[config.mk]
export PLATFORM = sky130hd
export DESIGN_NAME = polyline_stroke_extruder_flat
export DESIGN_NICKNAME = d
export VERILOG_FILES = /design/src/design/pse_pkg.sv /design/src/design/pse_if.sv /design/src/design/polyline_stroke_extruder.sv /design/src/design/pse_ctrl.sv /design/src/design/pse_datapath.sv /design/src/flat_wrapper.sv
export SDC_FILE = /design/constraint.sdc
export NUM_CORES = 2
export LEC_CHECK = 0
export BUFFER_PORTS_ARGS = -buffer_cell sky130_fd_sc_hd__buf_2
export CELL_PAD_IN_SITES_DETAIL_PLACEMENT = 0
export CELL_PAD_IN_SITES_GLOBAL_PLACEMENT = 2
export CORE_ASPECT_RATIO = 1.5
export CORE_MARGIN = 4
export CORE_UTILIZATION = 40
export CTS_CLUSTER_SIZE = 14
export DETAILED_ROUTE_END_ITERATION = 12
export GPL_TIMING_DRIVEN = 0
export PLACE_DENSITY_LB_ADDON = 0.08
export SLEW_MARGIN = 20
export SYNTH_ARGS = -nofsm -noshare
export SYNTH_HDL_FRONTEND = slang
export SYNTH_SLANG_ARGS = --single-unit
[constraint.sdc]
create_clock -name clk -period 18.7 [get_ports clk]
set_clock_uncertainty 0.2 [all_clocks]
set_input_delay 0.935 -clock clk [delete_from_list [all_inputs] [get_ports clk]]
set_output_delay 0.935 -clock clk [all_outputs]
set_load 0.05 [all_outputs]
[src/design/pse_pkg.sv]
package pse_pkg;

	// Fixed field widths of the channels
	localparam int IN_COORD_W = 12;
	localparam int HW_W       = 8;
	localparam int OUT_W      = 22;
	localparam logic [HW_W-1:0] HW_RESET = 8'd10;

	// Defaults of the top-level parameters
	localparam int COORD_BITS_DEF = 12;
	localparam int FRAC_BITS_DEF  = 8;

	// Unit vector precision and the iteration counts that follow from it
	localparam int UNIT_BITS = 16;
	localparam int U_W       = UNIT_BITS + 1;
	localparam int Q_W       = 2 * UNIT_BITS + 1;
	localparam int T_W       = Q_W + 1;
	localparam int DIV_STEPS = 2 * UNIT_BITS;
	localparam int CNT_W     = $clog2(DIV_STEPS);
	localparam int BIT_W     = $clog2(U_W);

	typedef enum logic [3:0] {
		ST_IDLE,
		ST_SETUP,
		ST_LOAD,
		ST_DIV,
		ST_ROUND,
		ST_SQRT,
		ST_SCALE,
		ST_OUT,
		ST_UPDATE
	} state_t;

	// Which three points feed one vertex pair
	typedef enum logic [1:0] {
		SEL_SINGLE,
		SEL_MID,
		SEL_END
	} sel_t;

	// Window update at the end of an item
	typedef enum logic [1:0] {
		WIN_OPEN,
		WIN_SHIFT,
		WIN_CLOSE
	} win_t;

	typedef struct packed {
		logic             latch_in;
		logic             setup;
		sel_t             sel;
		logic             load_comp;
		logic             comp_sel;
		logic             div_step;
		logic             round;
		logic             sqrt_step;
		logic [BIT_W-1:0] bit_idx;
		logic             scale;
		logic             write_out;
		logic             strip_end;
		logic             tail;
		logic             win_update;
		win_t             win_op;
	} cmd_t;

	typedef struct packed {
		logic line_open;
		logic zero_len;
		logic out_free;
	} status_t;

endpackage

[src/design/pse_if.sv]
interface pse_pt_if;
	logic                             valid;
	logic                             ready;
	logic [pse_pkg::IN_COORD_W-1:0]   x_pos;
	logic [pse_pkg::IN_COORD_W-1:0]   y_pos;
	logic                             first;
	logic                             last;
	modport source(output valid, x_pos, y_pos, first, last, input ready);
	modport sink(input valid, x_pos, y_pos, first, last, output ready);
endinterface

interface pse_vtx_if;
	logic                             valid;
	logic                             ready;
	logic signed [pse_pkg::OUT_W-1:0] left_x;
	logic signed [pse_pkg::OUT_W-1:0] left_y;
	logic signed [pse_pkg::OUT_W-1:0] right_x;
	logic signed [pse_pkg::OUT_W-1:0] right_y;
	logic                             strip_end;
	logic                             last_of_run;
	modport source(output valid, left_x, left_y, right_x, right_y, strip_end, last_of_run,
		input ready);
	modport sink(input valid, left_x, left_y, right_x, right_y, strip_end, last_of_run,
		output ready);
endinterface

interface pse_cfg_if;
	logic                       valid;
	logic                       ready;
	logic [pse_pkg::HW_W-1:0]   half_width;
	modport source(output valid, half_width, input ready);
	modport sink(input valid, half_width, output ready);
endinterface

[src/design/polyline_stroke_extruder.sv]
// Polyline stroke extruder: turns polyline points into triangle strip vertex pairs.
// pts: one point per transfer (x_pos, y_pos, first, last); ready is high only
//   while the block is idle, so one point is worked on at a time.
// verts: one vertex pair per transfer, point plus and minus the offset
//   perpendicular to the direction, signed with FRAC_BITS fraction bits.
// cfg: half_width write; take it only between points.
// A point that only opens a line passes the update state and returns to ready.
// For a pair, each offset component goes through one compare, a
// 2*16-step restoring divide, a rounding step, a 17-step bit-by-bit square
// root and a scale, all on one shared divider and root unit; a zero-length
// direction skips them.
// A last point on an open line gives two pairs.
// A pair is held in the output register until taken; a stall there holds the
// controller in its output state and keeps pts ready low.
// Reset closes any open line, drops a pending pair and sets half_width to 10.
module polyline_stroke_extruder #(
	parameter int COORD_BITS = pse_pkg::COORD_BITS_DEF,
	parameter int FRAC_BITS  = pse_pkg::FRAC_BITS_DEF
) (
	input  logic       clk,
	input  logic       arst_n,
	pse_pt_if.sink     pts,
	pse_vtx_if.source  verts,
	pse_cfg_if.sink    cfg
);
	import pse_pkg::*;

	cmd_t    cmd;
	status_t status;
	logic    in_ready;

	assign pts.ready = in_ready;

	pse_ctrl u_ctrl (
		.clk      (clk),
		.arst_n   (arst_n),
		.in_valid (pts.valid),
		.in_first (pts.first),
		.in_last  (pts.last),
		.in_ready (in_ready),
		.status   (status),
		.cmd      (cmd)
	);

	pse_datapath #(
		.COORD_BITS (COORD_BITS),
		.FRAC_BITS  (FRAC_BITS)
	) u_dp (
		.clk    (clk),
		.arst_n (arst_n),
		.x_pos  (pts.x_pos),
		.y_pos  (pts.y_pos),
		.cfg    (cfg),
		.verts  (verts),
		.cmd    (cmd),
		.status (status)
	);

	// Never overwrite a pair that is still waiting
	assert property (@(posedge clk) disable iff (!arst_n)
		cmd.write_out |-> status.out_free)
		else $error("result written over a pending pair");

	// No point accepted while the arithmetic runs
	assert property (@(posedge clk) disable iff (!arst_n)
		(cmd.div_step || cmd.sqrt_step || cmd.scale) |-> !in_ready)
		else $error("point accepted during computation");

	// The final pair of a line is always the last of its run
	assert property (@(posedge clk) disable iff (!arst_n)
		(verts.valid && verts.strip_end) |-> verts.last_of_run)
		else $error("strip end without end of run");

	// A written pair is offered in the next cycle
	assert property (@(posedge clk) disable iff (!arst_n)
		cmd.write_out |=> verts.valid)
		else $error("written pair not offered");

endmodule

[src/design/pse_ctrl.sv]
module pse_ctrl (
	input  logic             clk,
	input  logic             arst_n,
	input  logic             in_valid,
	input  logic             in_first,
	input  logic             in_last,
	output logic             in_ready,
	input  pse_pkg::status_t status,
	output pse_pkg::cmd_t    cmd
);
	import pse_pkg::*;

	state_t           state_q, state_nxt;
	logic [CNT_W-1:0] cnt_q;
	logic             comp_q;
	sel_t             sel_q;
	logic             end_q;
	logic             se_q;
	logic             tail_q;
	win_t             win_q;
	logic             accept;
	logic             line_open;

	assign accept    = (state_q == ST_IDLE) && in_valid;
	assign line_open = !in_first && status.line_open;

	// Next state
	always_comb begin
		state_nxt = state_q;
		case (state_q)
			ST_IDLE: begin
				if (accept) begin
					state_nxt = (line_open || in_last) ? ST_SETUP : ST_UPDATE;
				end
			end
			ST_SETUP:  state_nxt = ST_LOAD;
			ST_LOAD:   state_nxt = status.zero_len ? ST_OUT : ST_DIV;
			ST_DIV: begin
				if (cnt_q == CNT_W'(DIV_STEPS - 1)) begin
					state_nxt = ST_ROUND;
				end
			end
			ST_ROUND:  state_nxt = ST_SQRT;
			ST_SQRT: begin
				if (cnt_q == CNT_W'(UNIT_BITS)) begin
					state_nxt = ST_SCALE;
				end
			end
			ST_SCALE:  state_nxt = comp_q ? ST_OUT : ST_LOAD;
			ST_OUT: begin
				if (status.out_free) begin
					state_nxt = end_q ? ST_SETUP : ST_UPDATE;
				end
			end
			ST_UPDATE: state_nxt = ST_IDLE;
			default:   state_nxt = ST_IDLE;
		endcase
	end

	// Commands to the datapath
	always_comb begin
		cmd            = '0;
		cmd.sel        = sel_q;
		cmd.win_op     = win_q;
		cmd.comp_sel   = comp_q;
		cmd.strip_end  = se_q;
		cmd.tail       = tail_q;
		cmd.bit_idx    = BIT_W'(UNIT_BITS) - BIT_W'(cnt_q);
		cmd.latch_in   = accept;
		cmd.setup      = (state_q == ST_SETUP);
		cmd.load_comp  = (state_q == ST_LOAD);
		cmd.div_step   = (state_q == ST_DIV);
		cmd.round      = (state_q == ST_ROUND);
		cmd.sqrt_step  = (state_q == ST_SQRT);
		cmd.scale      = (state_q == ST_SCALE);
		cmd.write_out  = (state_q == ST_OUT) && status.out_free;
		cmd.win_update = (state_q == ST_UPDATE);
	end

	assign in_ready = (state_q == ST_IDLE);

	// Hold the plan for the item and count iterations
	always_ff @(posedge clk or negedge arst_n) begin
		if (!arst_n) begin
			state_q <= ST_IDLE;
			cnt_q   <= '0;
			comp_q  <= 1'b0;
			sel_q   <= SEL_SINGLE;
			end_q   <= 1'b0;
			se_q    <= 1'b0;
			tail_q  <= 1'b0;
			win_q   <= WIN_OPEN;
		end else begin
			state_q <= state_nxt;
			if (accept) begin
				if (line_open) begin
					sel_q  <= SEL_MID;
					se_q   <= 1'b0;
					tail_q <= !in_last;
					end_q  <= in_last;
					win_q  <= in_last ? WIN_CLOSE : WIN_SHIFT;
				end else begin
					sel_q  <= SEL_SINGLE;
					se_q   <= 1'b1;
					tail_q <= 1'b1;
					end_q  <= 1'b0;
					win_q  <= in_last ? WIN_CLOSE : WIN_OPEN;
				end
			end
			if (state_q == ST_SETUP) begin
				comp_q <= 1'b0;
			end
			if (state_q == ST_SCALE) begin
				comp_q <= 1'b1;
			end
			if (state_q == ST_LOAD || state_q == ST_ROUND) begin
				cnt_q <= '0;
			end else if (state_q == ST_DIV || state_q == ST_SQRT) begin
				cnt_q <= cnt_q + 1'b1;
			end
			// Queue the final point's pair after the held point's pair
			if (state_q == ST_OUT && status.out_free && end_q) begin
				sel_q  <= SEL_END;
				se_q   <= 1'b1;
				tail_q <= 1'b1;
				end_q  <= 1'b0;
			end
		end
	end

endmodule

[src/design/pse_datapath.sv]
module pse_datapath #(
	parameter int COORD_BITS = pse_pkg::COORD_BITS_DEF,
	parameter int FRAC_BITS  = pse_pkg::FRAC_BITS_DEF
) (
	input  logic                           clk,
	input  logic                           arst_n,
	input  logic [pse_pkg::IN_COORD_W-1:0] x_pos,
	input  logic [pse_pkg::IN_COORD_W-1:0] y_pos,
	pse_cfg_if.sink                        cfg,
	pse_vtx_if.source                      verts,
	input  pse_pkg::cmd_t                  cmd,
	output pse_pkg::status_t               status
);
	import pse_pkg::*;

	localparam int D_W    = COORD_BITS + 1;
	localparam int SQ_W   = 2 * COORD_BITS;
	localparam int S_W    = SQ_W + 1;
	localparam int R_W    = SQ_W + 2;
	localparam int PROD_W = HW_W + U_W;
	localparam int WIDE_W = PROD_W + UNIT_BITS + 1;
	localparam int SH_R   = (FRAC_BITS < UNIT_BITS) ? UNIT_BITS - FRAC_BITS : 0;
	localparam int SH_L   = (FRAC_BITS > UNIT_BITS) ? FRAC_BITS - UNIT_BITS : 0;
	localparam logic [WIDE_W-1:0] RND =
		(FRAC_BITS < UNIT_BITS) ? (WIDE_W'(1) << (SH_R - 1)) : '0;
	localparam int P_W    = COORD_BITS + FRAC_BITS;

	// Point window and latched input
	logic [COORD_BITS-1:0] prev_x_q, prev_y_q, held_x_q, held_y_q;
	logic [1:0]            pts_q;
	logic [COORD_BITS-1:0] in_x_q, in_y_q;
	logic [HW_W-1:0]       half_width_q;

	// Emit operands
	logic [COORD_BITS-1:0] ax, ay, bx, by, cx, cy;
	logic signed [D_W-1:0] dx, dy;
	logic [COORD_BITS-1:0] adx, ady;
	logic [COORD_BITS-1:0] adx_q, ady_q, bx_q, by_q;
	logic [S_W-1:0]        s_q;
	logic                  dx_neg_q, dy_pos_q;

	// Divider, square root and scaling
	logic [COORD_BITS-1:0] comp;
	logic [SQ_W-1:0]       comp_sq;
	logic [R_W-1:0]        r_q, r2;
	logic [Q_W-1:0]        q_q;
	logic [T_W-1:0]        t_q;
	logic [U_W-1:0]        u_q, c_try;
	logic [2*U_W-1:0]      k_try;
	logic [PROD_W-1:0]     prod;
	logic [WIDE_W-1:0]     mag_wide;
	logic [OUT_W-1:0]      mx_q, my_q, ox, oy, px, py;
	logic                  out_valid_q;

	// Pick the three points of the pair
	always_comb begin
		case (cmd.sel)
			SEL_MID: begin
				ax = prev_x_q; ay = prev_y_q;
				bx = held_x_q; by = held_y_q;
			end
			SEL_END: begin
				ax = held_x_q; ay = held_y_q;
				bx = in_x_q;   by = in_y_q;
			end
			default: begin
				ax = in_x_q;   ay = in_y_q;
				bx = in_x_q;   by = in_y_q;
			end
		endcase
		cx  = in_x_q;
		cy  = in_y_q;
		dx  = $signed({1'b0, cx}) - $signed({1'b0, ax});
		dy  = $signed({1'b0, cy}) - $signed({1'b0, ay});
		adx = dx[D_W-1] ? COORD_BITS'(-dx) : COORD_BITS'(dx);
		ady = dy[D_W-1] ? COORD_BITS'(-dy) : COORD_BITS'(dy);
	end

	assign comp    = cmd.comp_sel ? adx_q : ady_q;
	assign comp_sq = comp * comp;
	assign r2      = {r_q[R_W-2:0], 1'b0};
	assign c_try   = u_q | (U_W'(1) << cmd.bit_idx);
	assign k_try   = c_try * c_try - (2*U_W)'(c_try);
	assign prod    = half_width_q * u_q;
	assign mag_wide = (((WIDE_W'(prod)) + RND) >> SH_R) << SH_L;

	// Offsets take their signs from the direction vector
	assign ox = dy_pos_q ? -mx_q : mx_q;
	assign oy = dx_neg_q ? -my_q : my_q;
	assign px = OUT_W'(P_W'(bx_q) << FRAC_BITS);
	assign py = OUT_W'(P_W'(by_q) << FRAC_BITS);

	assign status.line_open = (pts_q != 2'd0);
	assign status.zero_len  = (s_q == '0);
	assign status.out_free  = !out_valid_q || verts.ready;
	assign cfg.ready        = 1'b1;
	assign verts.valid      = out_valid_q;

	// Configuration and window state
	always_ff @(posedge clk or negedge arst_n) begin
		if (!arst_n) begin
			half_width_q <= HW_RESET;
			pts_q        <= 2'd0;
			prev_x_q     <= '0;
			prev_y_q     <= '0;
			held_x_q     <= '0;
			held_y_q     <= '0;
			out_valid_q  <= 1'b0;
		end else begin
			if (cfg.valid) begin
				half_width_q <= cfg.half_width;
			end
			if (cmd.win_update) begin
				case (cmd.win_op)
					WIN_OPEN: begin
						prev_x_q <= in_x_q; prev_y_q <= in_y_q;
						held_x_q <= in_x_q; held_y_q <= in_y_q;
						pts_q    <= 2'd1;
					end
					WIN_SHIFT: begin
						prev_x_q <= held_x_q; prev_y_q <= held_y_q;
						held_x_q <= in_x_q;   held_y_q <= in_y_q;
						pts_q    <= 2'd2;
					end
					default: pts_q <= 2'd0;
				endcase
			end
			// Hold the result until the transfer completes
			if (cmd.write_out) begin
				out_valid_q <= 1'b1;
			end else if (verts.ready) begin
				out_valid_q <= 1'b0;
			end
		end
	end

	// Arithmetic registers
	always_ff @(posedge clk) begin
		if (cmd.latch_in) begin
			in_x_q <= COORD_BITS'(x_pos);
			in_y_q <= COORD_BITS'(y_pos);
		end
		if (cmd.setup) begin
			adx_q    <= adx;
			ady_q    <= ady;
			s_q      <= S_W'(adx) * S_W'(adx) + S_W'(ady) * S_W'(ady);
			dx_neg_q <= dx[D_W-1];
			dy_pos_q <= !dy[D_W-1] && (dy != '0);
			bx_q     <= bx;
			by_q     <= by;
			mx_q     <= '0;
			my_q     <= '0;
		end
		// Top quotient bit: the squared component never exceeds the sum
		if (cmd.load_comp) begin
			if (S_W'(comp_sq) >= s_q) begin
				r_q <= R_W'(S_W'(comp_sq) - s_q);
				q_q <= Q_W'(1);
			end else begin
				r_q <= R_W'(comp_sq);
				q_q <= '0;
			end
		end
		// One restoring division step
		if (cmd.div_step) begin
			if (r2 >= R_W'(s_q)) begin
				r_q <= r2 - R_W'(s_q);
				q_q <= {q_q[Q_W-2:0], 1'b1};
			end else begin
				r_q <= r2;
				q_q <= {q_q[Q_W-2:0], 1'b0};
			end
		end
		// Round-up threshold from the remainder
		if (cmd.round) begin
			t_q <= T_W'(q_q) + T_W'((({r_q, 2'b00}) >= (R_W+2)'(s_q)) ? 1 : 0);
			u_q <= '0;
		end
		// One root bit per step
		if (cmd.sqrt_step) begin
			if (k_try < t_q) begin
				u_q <= c_try;
			end
		end
		if (cmd.scale) begin
			if (cmd.comp_sel) begin
				my_q <= OUT_W'(mag_wide);
			end else begin
				mx_q <= OUT_W'(mag_wide);
			end
		end
		if (cmd.write_out) begin
			verts.left_x      <= px + ox;
			verts.left_y      <= py + oy;
			verts.right_x     <= px - ox;
			verts.right_y     <= py - oy;
			verts.strip_end   <= cmd.strip_end;
			verts.last_of_run <= cmd.tail;
		end
	end

endmodule
[src/flat_wrapper.sv]
// flat-port wrapper written by rule: the top's interface ports become plain ports
module polyline_stroke_extruder_flat import pse_pkg::*;
#(
	parameter int COORD_BITS = pse_pkg::COORD_BITS_DEF,
	parameter int FRAC_BITS  = pse_pkg::FRAC_BITS_DEF
)
  (clk, arst_n, pts_valid, pts_x_pos, pts_y_pos, pts_first, pts_last, pts_ready, verts_valid, verts_left_x, verts_left_y, verts_right_x, verts_right_y, verts_strip_end, verts_last_of_run, verts_ready, cfg_valid, cfg_half_width, cfg_ready);
  pse_pt_if pts_i ();
  pse_vtx_if verts_i ();
  pse_cfg_if cfg_i ();
  input  logic clk;
  input  logic arst_n;
  input wire logic [$bits(pts_i.valid)-1:0] pts_valid;
  input wire logic [$bits(pts_i.x_pos)-1:0] pts_x_pos;
  input wire logic [$bits(pts_i.y_pos)-1:0] pts_y_pos;
  input wire logic [$bits(pts_i.first)-1:0] pts_first;
  input wire logic [$bits(pts_i.last)-1:0] pts_last;
  output wire logic [$bits(pts_i.ready)-1:0] pts_ready;
  output wire logic [$bits(verts_i.valid)-1:0] verts_valid;
  output wire logic [$bits(verts_i.left_x)-1:0] verts_left_x;
  output wire logic [$bits(verts_i.left_y)-1:0] verts_left_y;
  output wire logic [$bits(verts_i.right_x)-1:0] verts_right_x;
  output wire logic [$bits(verts_i.right_y)-1:0] verts_right_y;
  output wire logic [$bits(verts_i.strip_end)-1:0] verts_strip_end;
  output wire logic [$bits(verts_i.last_of_run)-1:0] verts_last_of_run;
  input wire logic [$bits(verts_i.ready)-1:0] verts_ready;
  input wire logic [$bits(cfg_i.valid)-1:0] cfg_valid;
  input wire logic [$bits(cfg_i.half_width)-1:0] cfg_half_width;
  output wire logic [$bits(cfg_i.ready)-1:0] cfg_ready;
  assign pts_i.valid = pts_valid;
  assign pts_i.x_pos = pts_x_pos;
  assign pts_i.y_pos = pts_y_pos;
  assign pts_i.first = pts_first;
  assign pts_i.last = pts_last;
  assign pts_ready = pts_i.ready;
  assign verts_valid = verts_i.valid;
  assign verts_left_x = verts_i.left_x;
  assign verts_left_y = verts_i.left_y;
  assign verts_right_x = verts_i.right_x;
  assign verts_right_y = verts_i.right_y;
  assign verts_strip_end = verts_i.strip_end;
  assign verts_last_of_run = verts_i.last_of_run;
  assign verts_i.ready = verts_ready;
  assign cfg_i.valid = cfg_valid;
  assign cfg_i.half_width = cfg_half_width;
  assign cfg_ready = cfg_i.ready;
  polyline_stroke_extruder #(.COORD_BITS(COORD_BITS), .FRAC_BITS(FRAC_BITS)) u_core (.clk(clk), .arst_n(arst_n), .pts(pts_i), .verts(verts_i), .cfg(cfg_i));
endmodule
## Yosys cells after proc, flatten, opt, wreduce, memory -nomap -nowiden

Cells that the tools add are included.

| word-level totals | value |
|---|---|
| bits in registers | 419 |
| input port bits | 39 |
| word-level logic and storage cells | 170 |

| operators by class | value |
|---|---|
| add/sub/neg operators | 18 |
| multipliers | 5 |
| magnitude comparators | 4 |
| eq/ne operators | 17 |
| shift operators | 1 |
| mux-type cells | 60 |
| bitwise gates (word level) | 1 |
| reduce and logical (&&, ||, !) cells | 28 |

Operators with widths:

| operator | number |
|---|---|
| $mux W22 | 8 |
| $mux W26 | 4 |
| $pmux W12 S2 | 4 |
| $mul A12 B12 Y24 | 3 |
| $mux W33 | 2 |
| $mux W12 | 5 |
| $mux W17 | 3 |
| $add A20 B22 Y22 | 2 |
| $neg A22 Y22 | 2 |
| $sub A20 B22 Y22 | 2 |
| $add A33 B1 Y34 | 1 |
| $lt A34 B34 Y1 | 1 |
| $mul A17 B17 Y34 | 1 |
| $sub A34 B17 Y34 | 1 |
| $pmux W4 S8 | 1 |
| $ge A28 B25 Y1 | 1 |
| $add A25 B8 Y26 const B | 1 |
| $ge A26 B25 Y1 | 1 |
| $sub A12 B12 Y13 | 2 |
| $sub A24 B25 Y26 | 1 |
| $sub A26 B25 Y26 | 1 |
| $add A24 B24 Y25 | 1 |
| $ge A24 B25 Y1 | 1 |
| $logic_not A25 Y1 | 1 |
| other kinds (31) | 84 |

## Logic depth before layout (Yosys ltp)

| logic depth | value |
|---|---|
| word-level depth | 8 |
| depth in mapped cells | 43 |
| depth with buffers taken out | 41 |

## By module

A second synthesis with hierarchy kept.

| second synthesis, totals | value |
|---|---|
| cells, all modules | 5276 |
| area total of the unflattened synthesis | 50140.6 um^2 |

By module, submodules not included:

| module | times used | cells an instance | area each (um^2) | seq. area each (um^2) |
|---|---|---|---|---|
| pse_datapath | 1 | 5149 | 49020.8 | 11108.2 |
| pse_ctrl | 1 | 127 | 1119.8 | 425.4 |

## Worst setup path before layout

Ideal clock, no wire load.

| timing | value |
|---|---|
| kind | register to register |
| from | register u_core.u_ctrl.sel_q[1] |
| to | register u_core.u_dp.s_q[24], data pin |
| arrival time | 9.153 ns |
| data required time | 18.240 ns |
| path slack | 9.088 ns |
| stages on the path, launching flop included | 40 |
| path buffers | 3 |
| period minus slack after synthesis | 9.612 ns |
| path through | dfrtp_1 inv_1 ha_1 clkbuf_1 clkbuf_1 a22oi_1 nor2_1 a21oi_1 ha_1 nor2b_1 o21a_1 o31a_1 or3_1 a2111o_1 nor4_2 nor2_1 xor2_1 clkbuf_1 (+4 left out) fa_1 inv_1 fa_1 inv_1 fa_1 fa_1 inv_1 fa_1 ha_1 nand2_1 o211ai_1 a31oi_1 o21bai_1 nand2b_1 a31oi_1 a211o_1 a21oi_1 xnor2_1 |

| on the way | value |
|---|---|
| longest elaborated chain between the ends | 7 |
| elaborated cells between the ends (all ways) | 13 |
| classes of those cells | 5 x add/sub; 2 x mul; 2 x eq/ne; 4 x mux |

RTL lines:

| item | line | RTL |
|---|---|---|
| start: declaration | pse_ctrl.sv:16 | `sel_t sel_q;` |
| start signal: assignment | pse_ctrl.sv:88 | `sel_q <= SEL_SINGLE;` |
| start signal: assignment | pse_ctrl.sv:97 | `sel_q <= SEL_MID;` |
| start signal: assignment | pse_ctrl.sv:103 | `sel_q <= SEL_SINGLE;` |
| $eq A2 B2 Y1 / $eq A2 B1 Y1 (equally long branches) | pse_datapath.sv:57 | `case (cmd.sel)` |
| $pmux W12 S2 | pse_datapath.sv:57 |  |
| $sub A12 B12 Y13, on equally long branches | pse_datapath.sv:73, pse_datapath.sv:74 |  |
| $neg A12 Y12, on equally long branches | pse_datapath.sv:75, pse_datapath.sv:76 |  |
| $mux W12, on equally long branches | pse_datapath.sv:75, pse_datapath.sv:76 |  |
| $mul A12 B12 Y24 | pse_datapath.sv:146 | `s_q <= S_W'(adx) * S_W'(adx) + S_W'(ady) * S_W'(ady);` |
| $add A24 B24 Y25 (*) | pse_datapath.sv:146 |  |
| end signal: assignment | pse_datapath.sv:146 |  |
| end: declaration | pse_datapath.sv:39 | `logic [S_W-1:0] s_q;` |

Mark *: on every way between the ends. The rest lies on a longest branch, timed or not.
A chain may end at the register's enable or synchronous reset.

## Final worst setup path

| timing | value |
|---|---|
| from | register u_core.u_ctrl.sel_q[1] |
| to | register u_core.u_dp.s_q[24], data pin |

| on the way | value |
|---|---|
| longest elaborated chain between the ends | 7 |
| elaborated cells between the ends (all ways) | 13 |
| classes of those cells | 5 x add/sub; 2 x mul; 2 x eq/ne; 4 x mux |

RTL lines:

| item | line | RTL |
|---|---|---|
| $eq A2 B2 Y1 / $eq A2 B1 Y1 (equally long branches) | pse_datapath.sv:57 |  |
| $pmux W12 S2 (*) | pse_datapath.sv:57 |  |
| $sub A12 B12 Y13 (*) | pse_datapath.sv:74 | `dy = $signed({1'b0, cy}) - $signed({1'b0, ay});` |
| $neg A12 Y12 | pse_datapath.sv:76 | `ady = dy[D_W-1] ? COORD_BITS'(-dy) : COORD_BITS'(dy);` |
| $mux W12 (*) | pse_datapath.sv:76 |  |
| via u_core.u_dp.ady[8] | pse_datapath.sv:37 | `logic [COORD_BITS-1:0] adx, ady;` |
| $mul A12 B12 Y24 (*) | pse_datapath.sv:146 |  |
| $add A24 B24 Y25 (*) | pse_datapath.sv:146 |  |

Mark *: on every way through the listed nets, which the timed path passes. The rest lies on a longest branch.

==> impl_metrics.json <==
{
  "swShare": 0.363,
  "clockRootBuffer": "clkbuf_16",
  "ir_drop_v": 0.000146,
  "synth_top_family_by_area": "adder cells",
  "synth_compound_area_frac": 0.104,
  "clock_sinks": 417,
  "fp.dieW_um": 294,
  "setup-violations-final": 0,
  "ys.warnings.count": 0,
  "worst_slack_ps": 6510,
  "fillers": 12200,
  "max-slew-margin-rel": 0.226,
  "synthAdderAreaFrac": 0.371,
  "crit_top_cell": "fa_1",
  "place_ws_ps": 6570,
  "startpoint_type": "register",
  "hold_viol": 0,
  "reg2reg_slack_ps": 6510,
  "drt_iter0_markers": 1445,
  "post_dp_cell_area_um2": 52000,
  "wl_per_cell_um": 20.0,
  "crit_path_end": "u_core.u_dp.s_q[24]$_DFFE_PP_",
  "slowest_delay_ps": 770,
  "port_buffers": 129,
  "muxShareOfSynthArea": 0.0209,
  "synth_xor_area_frac": 0.0577,
  "boundaryPins": 132,
  "fin_crit_sh": 0.652,
  "cts.htree.levels": 2,
  "dieArea_um2": 128000,
  "gp_congestion": 0.843,
  "layoutNonFillerInstCount": 6994,
  "antenna_cells": 0,
  "hp-class": "reg -> reg",
  "synth_top_area_share": 0.236,
  "power.share.clock": 0.303,
  "clk_path_buf_depth": 3,
  "drc": 0,
  "syn_area_per_cell_um2": 9.48,
  "clk_latency_ps": 650,
  "synth.most_common_cell": "inv_1",
  "grt_max_degree": 61,
  "syn_to_final_growth_pct": 9.65,
  "holdWs_ps": 263,
  "path_clk_slew_ps": 60,
  "p_leak_nw": 25.7,
  "antenna_found_initial": 3,
  "post-layout-total-power_mw": 3.59,
  "core_area_um2": 122000,
  "cts_setup_buffers": 0,
  "yosysUniqueCellTypes": 97,
  "p_per_area_nw_per_um2": 66.8,
  "num_rows": 157,
  "drive_gt1_frac": 0.0670,
  "synthSimpleGateAreaFrac": 0.125,
  "drt_pass1_iterations": 5,
  "die_y_um": 437,
  "vias": 35500,
  "grt_pass1_vias": 38300,
  "comb_power_share": 0.406,
  "fin_area_um2": 53800,
  "antenna_left": 0,
  "final_nets": 6513,
  "worstPathRequired_ps": 18840,
  "synthTopCellsByArea": "fa_1, edfxtp_1, ha_1",
  "endpoint_kind": "register",
  "cts_tree": "yes",
  "worstPathMaxFanout": 11,
  "status": "complete, no violations",
  "p_sw_mw": 1.30,
  "fin_crit_ps": 12190,
  "ys_seq_area_frac": 0.235,
  "rsz0062_at_grt": "false",
  "setup-tns-final_ps": 0,
  "arrival_ps": 12330,
  "grt_pass1_wl_um": 220000,
  "max_freq_mhz": 82.1,
  "cpMaxStageDelayCell": "clkbuf_1",
  "initial_core_util": 0.402,
  "totalWireLength_um": 140000,
  "r2r_cells": 38,
  "vias_per_cell": 5.08,
  "drv_cap": 0,
  "dp.final_hpwl_um": 117000,
  "synth_edf_count": 280,
  "synthTopCellsByCount": "inv_1, fa_1, ha_1",
  "numCtsBuffers": 48,
  "r2r-end": "u_core.u_dp.s_q[24]$_DFFE_PP_",
  "drv_slew": 0,
  "r2r-start": "u_core.u_ctrl.sel_q[1]$_DFFE_PN0P_",
  "p_int_mw": 2.29,
  "ys.flop_type": "edfxtp_1",
  "synth_top_area_cell": "fa_1",
  "grt_overflow_total": 0,
  "power_frac_seq": 0.291,
  "crit_start": "u_core.u_ctrl.sel_q[1]$_DFFE_PN0P_",
  "critPathKind": "reg -> reg",
  "synthArstFlopShare": 0.182,
  "grt_usage": 0.221,
  "syn_area_um2": 49000,
  "place_inst": 6904,
  "ys_seq_elements": 417,
  "worstMarginPinSlew_ps": 1160,
  "finalCoreUtilization": 0.441,
  "syn_inst": 5172
}
-- what timing repair did --
| action | in CTS | in global routing |
|---|---|---|
| resized for setup | 0 | 0 |
| hold buffers | 1 | 0 |
| endpoints found under the hold margin | 16 | 0 |
-- layout by cell type, fill, tap and decap left out, types with 24 or more instances in the layout --
cell       Yosys  routed
nor2b_1       38      37
inv_1        925     922
mux2i_1       43      41
and2_1       129     128
edfxtp_1     280     280
nor3_1        54      54
and3_1        34      34
a31oi_1       24      24
buf_2          7     136
xnor2_1      217     213
nand3_1       95      95
a21oi_1      243     240
clkbuf_1     151     157
a21o_1        91      91
nor2_1       428     428
o21bai_1      27      27
clkbuf_16      0      48
nand2b_1      42      42
xor2_1       101      98
a211oi_1      32      32
ha_1         531     531
mux2_2        53      53
dfxtp_1       61      61
dfrtp_1       74      74
o31ai_1       24      24
fa_1         578     578
a22oi_1       25      25
nand2_1      377     377
o21a_1        33      33
o21ai_0      179     179
nand4_1       25      25
-- worst max-delay path: cells and delay by family (launching register included) --
family	cells	cell delay [ps]
AND/OR/NAND/NOR	6	950
XOR/XNOR	2	940
AO/OA/AOI/OAI	12	3100
buffers and inverters	7	1920
flip-flops	1	390
adder cells (fa/ha/maj)	11	4360
-- how the worst min path moves through the flow --
stage                                           startpoint                                 endpoint  cells after the start
after floorplan           u_core.u_ctrl.tail_q$_DFFE_PN0P_  u_core.u_dp.verts.last_of_run$_DFFE_PP_                      0
after global placement    u_core.u_ctrl.tail_q$_DFFE_PN0P_  u_core.u_dp.verts.last_of_run$_DFFE_PP_                      0
after detailed placement  u_core.u_ctrl.tail_q$_DFFE_PN0P_  u_core.u_dp.verts.last_of_run$_DFFE_PP_                      0
after CTS                                     pts_y_pos[8]              u_core.u_dp.cy[8]$_DFFE_PP_                      1
after global routing                          pts_y_pos[9]              u_core.u_dp.cy[9]$_DFFE_PP_                      1
final                     u_core.u_ctrl.tail_q$_DFFE_PN0P_  u_core.u_dp.verts.last_of_run$_DFFE_PP_                      0
-- layout make-up --
| type | instances | area (µm²) | share of cell area |
|---|---|---|---|
| well taps | 1590 | 1990 | 0.0370 |
| plain buffers | 177 | 692 | 0.0129 |
| inverters | 938 | 3520 | 0.0655 |
| clock inverters | 33 | 544 | 0.0101 |
| flip-flops and latches | 417 | 11500 | 0.215 |
| clock buffers | 56 | 1250 | 0.0233 |
| repair buffers | 140 | 843 | 0.0157 |
| multi-input cells | 3643 | 33400 | 0.621 |
-- metal layers --
| layer | track usage | up-vias | share of wire |
|---|---|---|---|
| met3 | 0.0159 | 198 | 0.021 |
| met4 | 0.0801 | 0 | 0.042 |
| met1 | 0.256 | 17600 | 0.40 |
| li1 | - | 17200 | - |
| met5 | 0 | - | 0 |
| met2 | 0.425 | 442 | 0.54 |
-- logic make-up (layout without fill, tap and decap cells) --
kind of cell	Yosys count	after routing
AOI/OAI and AO/OA	800	800
xor gates and xnor gates	320	320
adders and majority gates	1109	1109
buffers and inverters	1115	1344
DFF	417	417
muxes	96	96
other	1	4
and+or+nand+nor	1314	1314
-- flip-flops by register name (all words and copies together) (netlist names), 17 cells and up --
name	cells
u_core.u_dp.t_q	34
u_core.u_dp.mx_q	22
u_core.u_dp.verts.left_x	22
u_core.u_dp.verts.left_y	22
u_core.u_dp.verts.right_x	21
u_core.u_dp.s_q	25
u_core.u_dp.my_q	22
u_core.u_dp.r_q	26
u_core.u_dp.verts.right_y	21
u_core.u_dp.u_q	17
u_core.u_dp.q_q	33
-- power groups by stage --
stage	combinational (mW)	sequential (mW)	clock, mW
after floorplan	1.09	1.06	0
after global placement	1.50	1.06	0
after detailed placement	1.50	1.06	0
after CTS	1.51	1.05	1.12
after global routing	1.68	1.05	1.15
final	1.46	1.04	1.09
No activity file was read; power rests on OpenSTA's default activity.
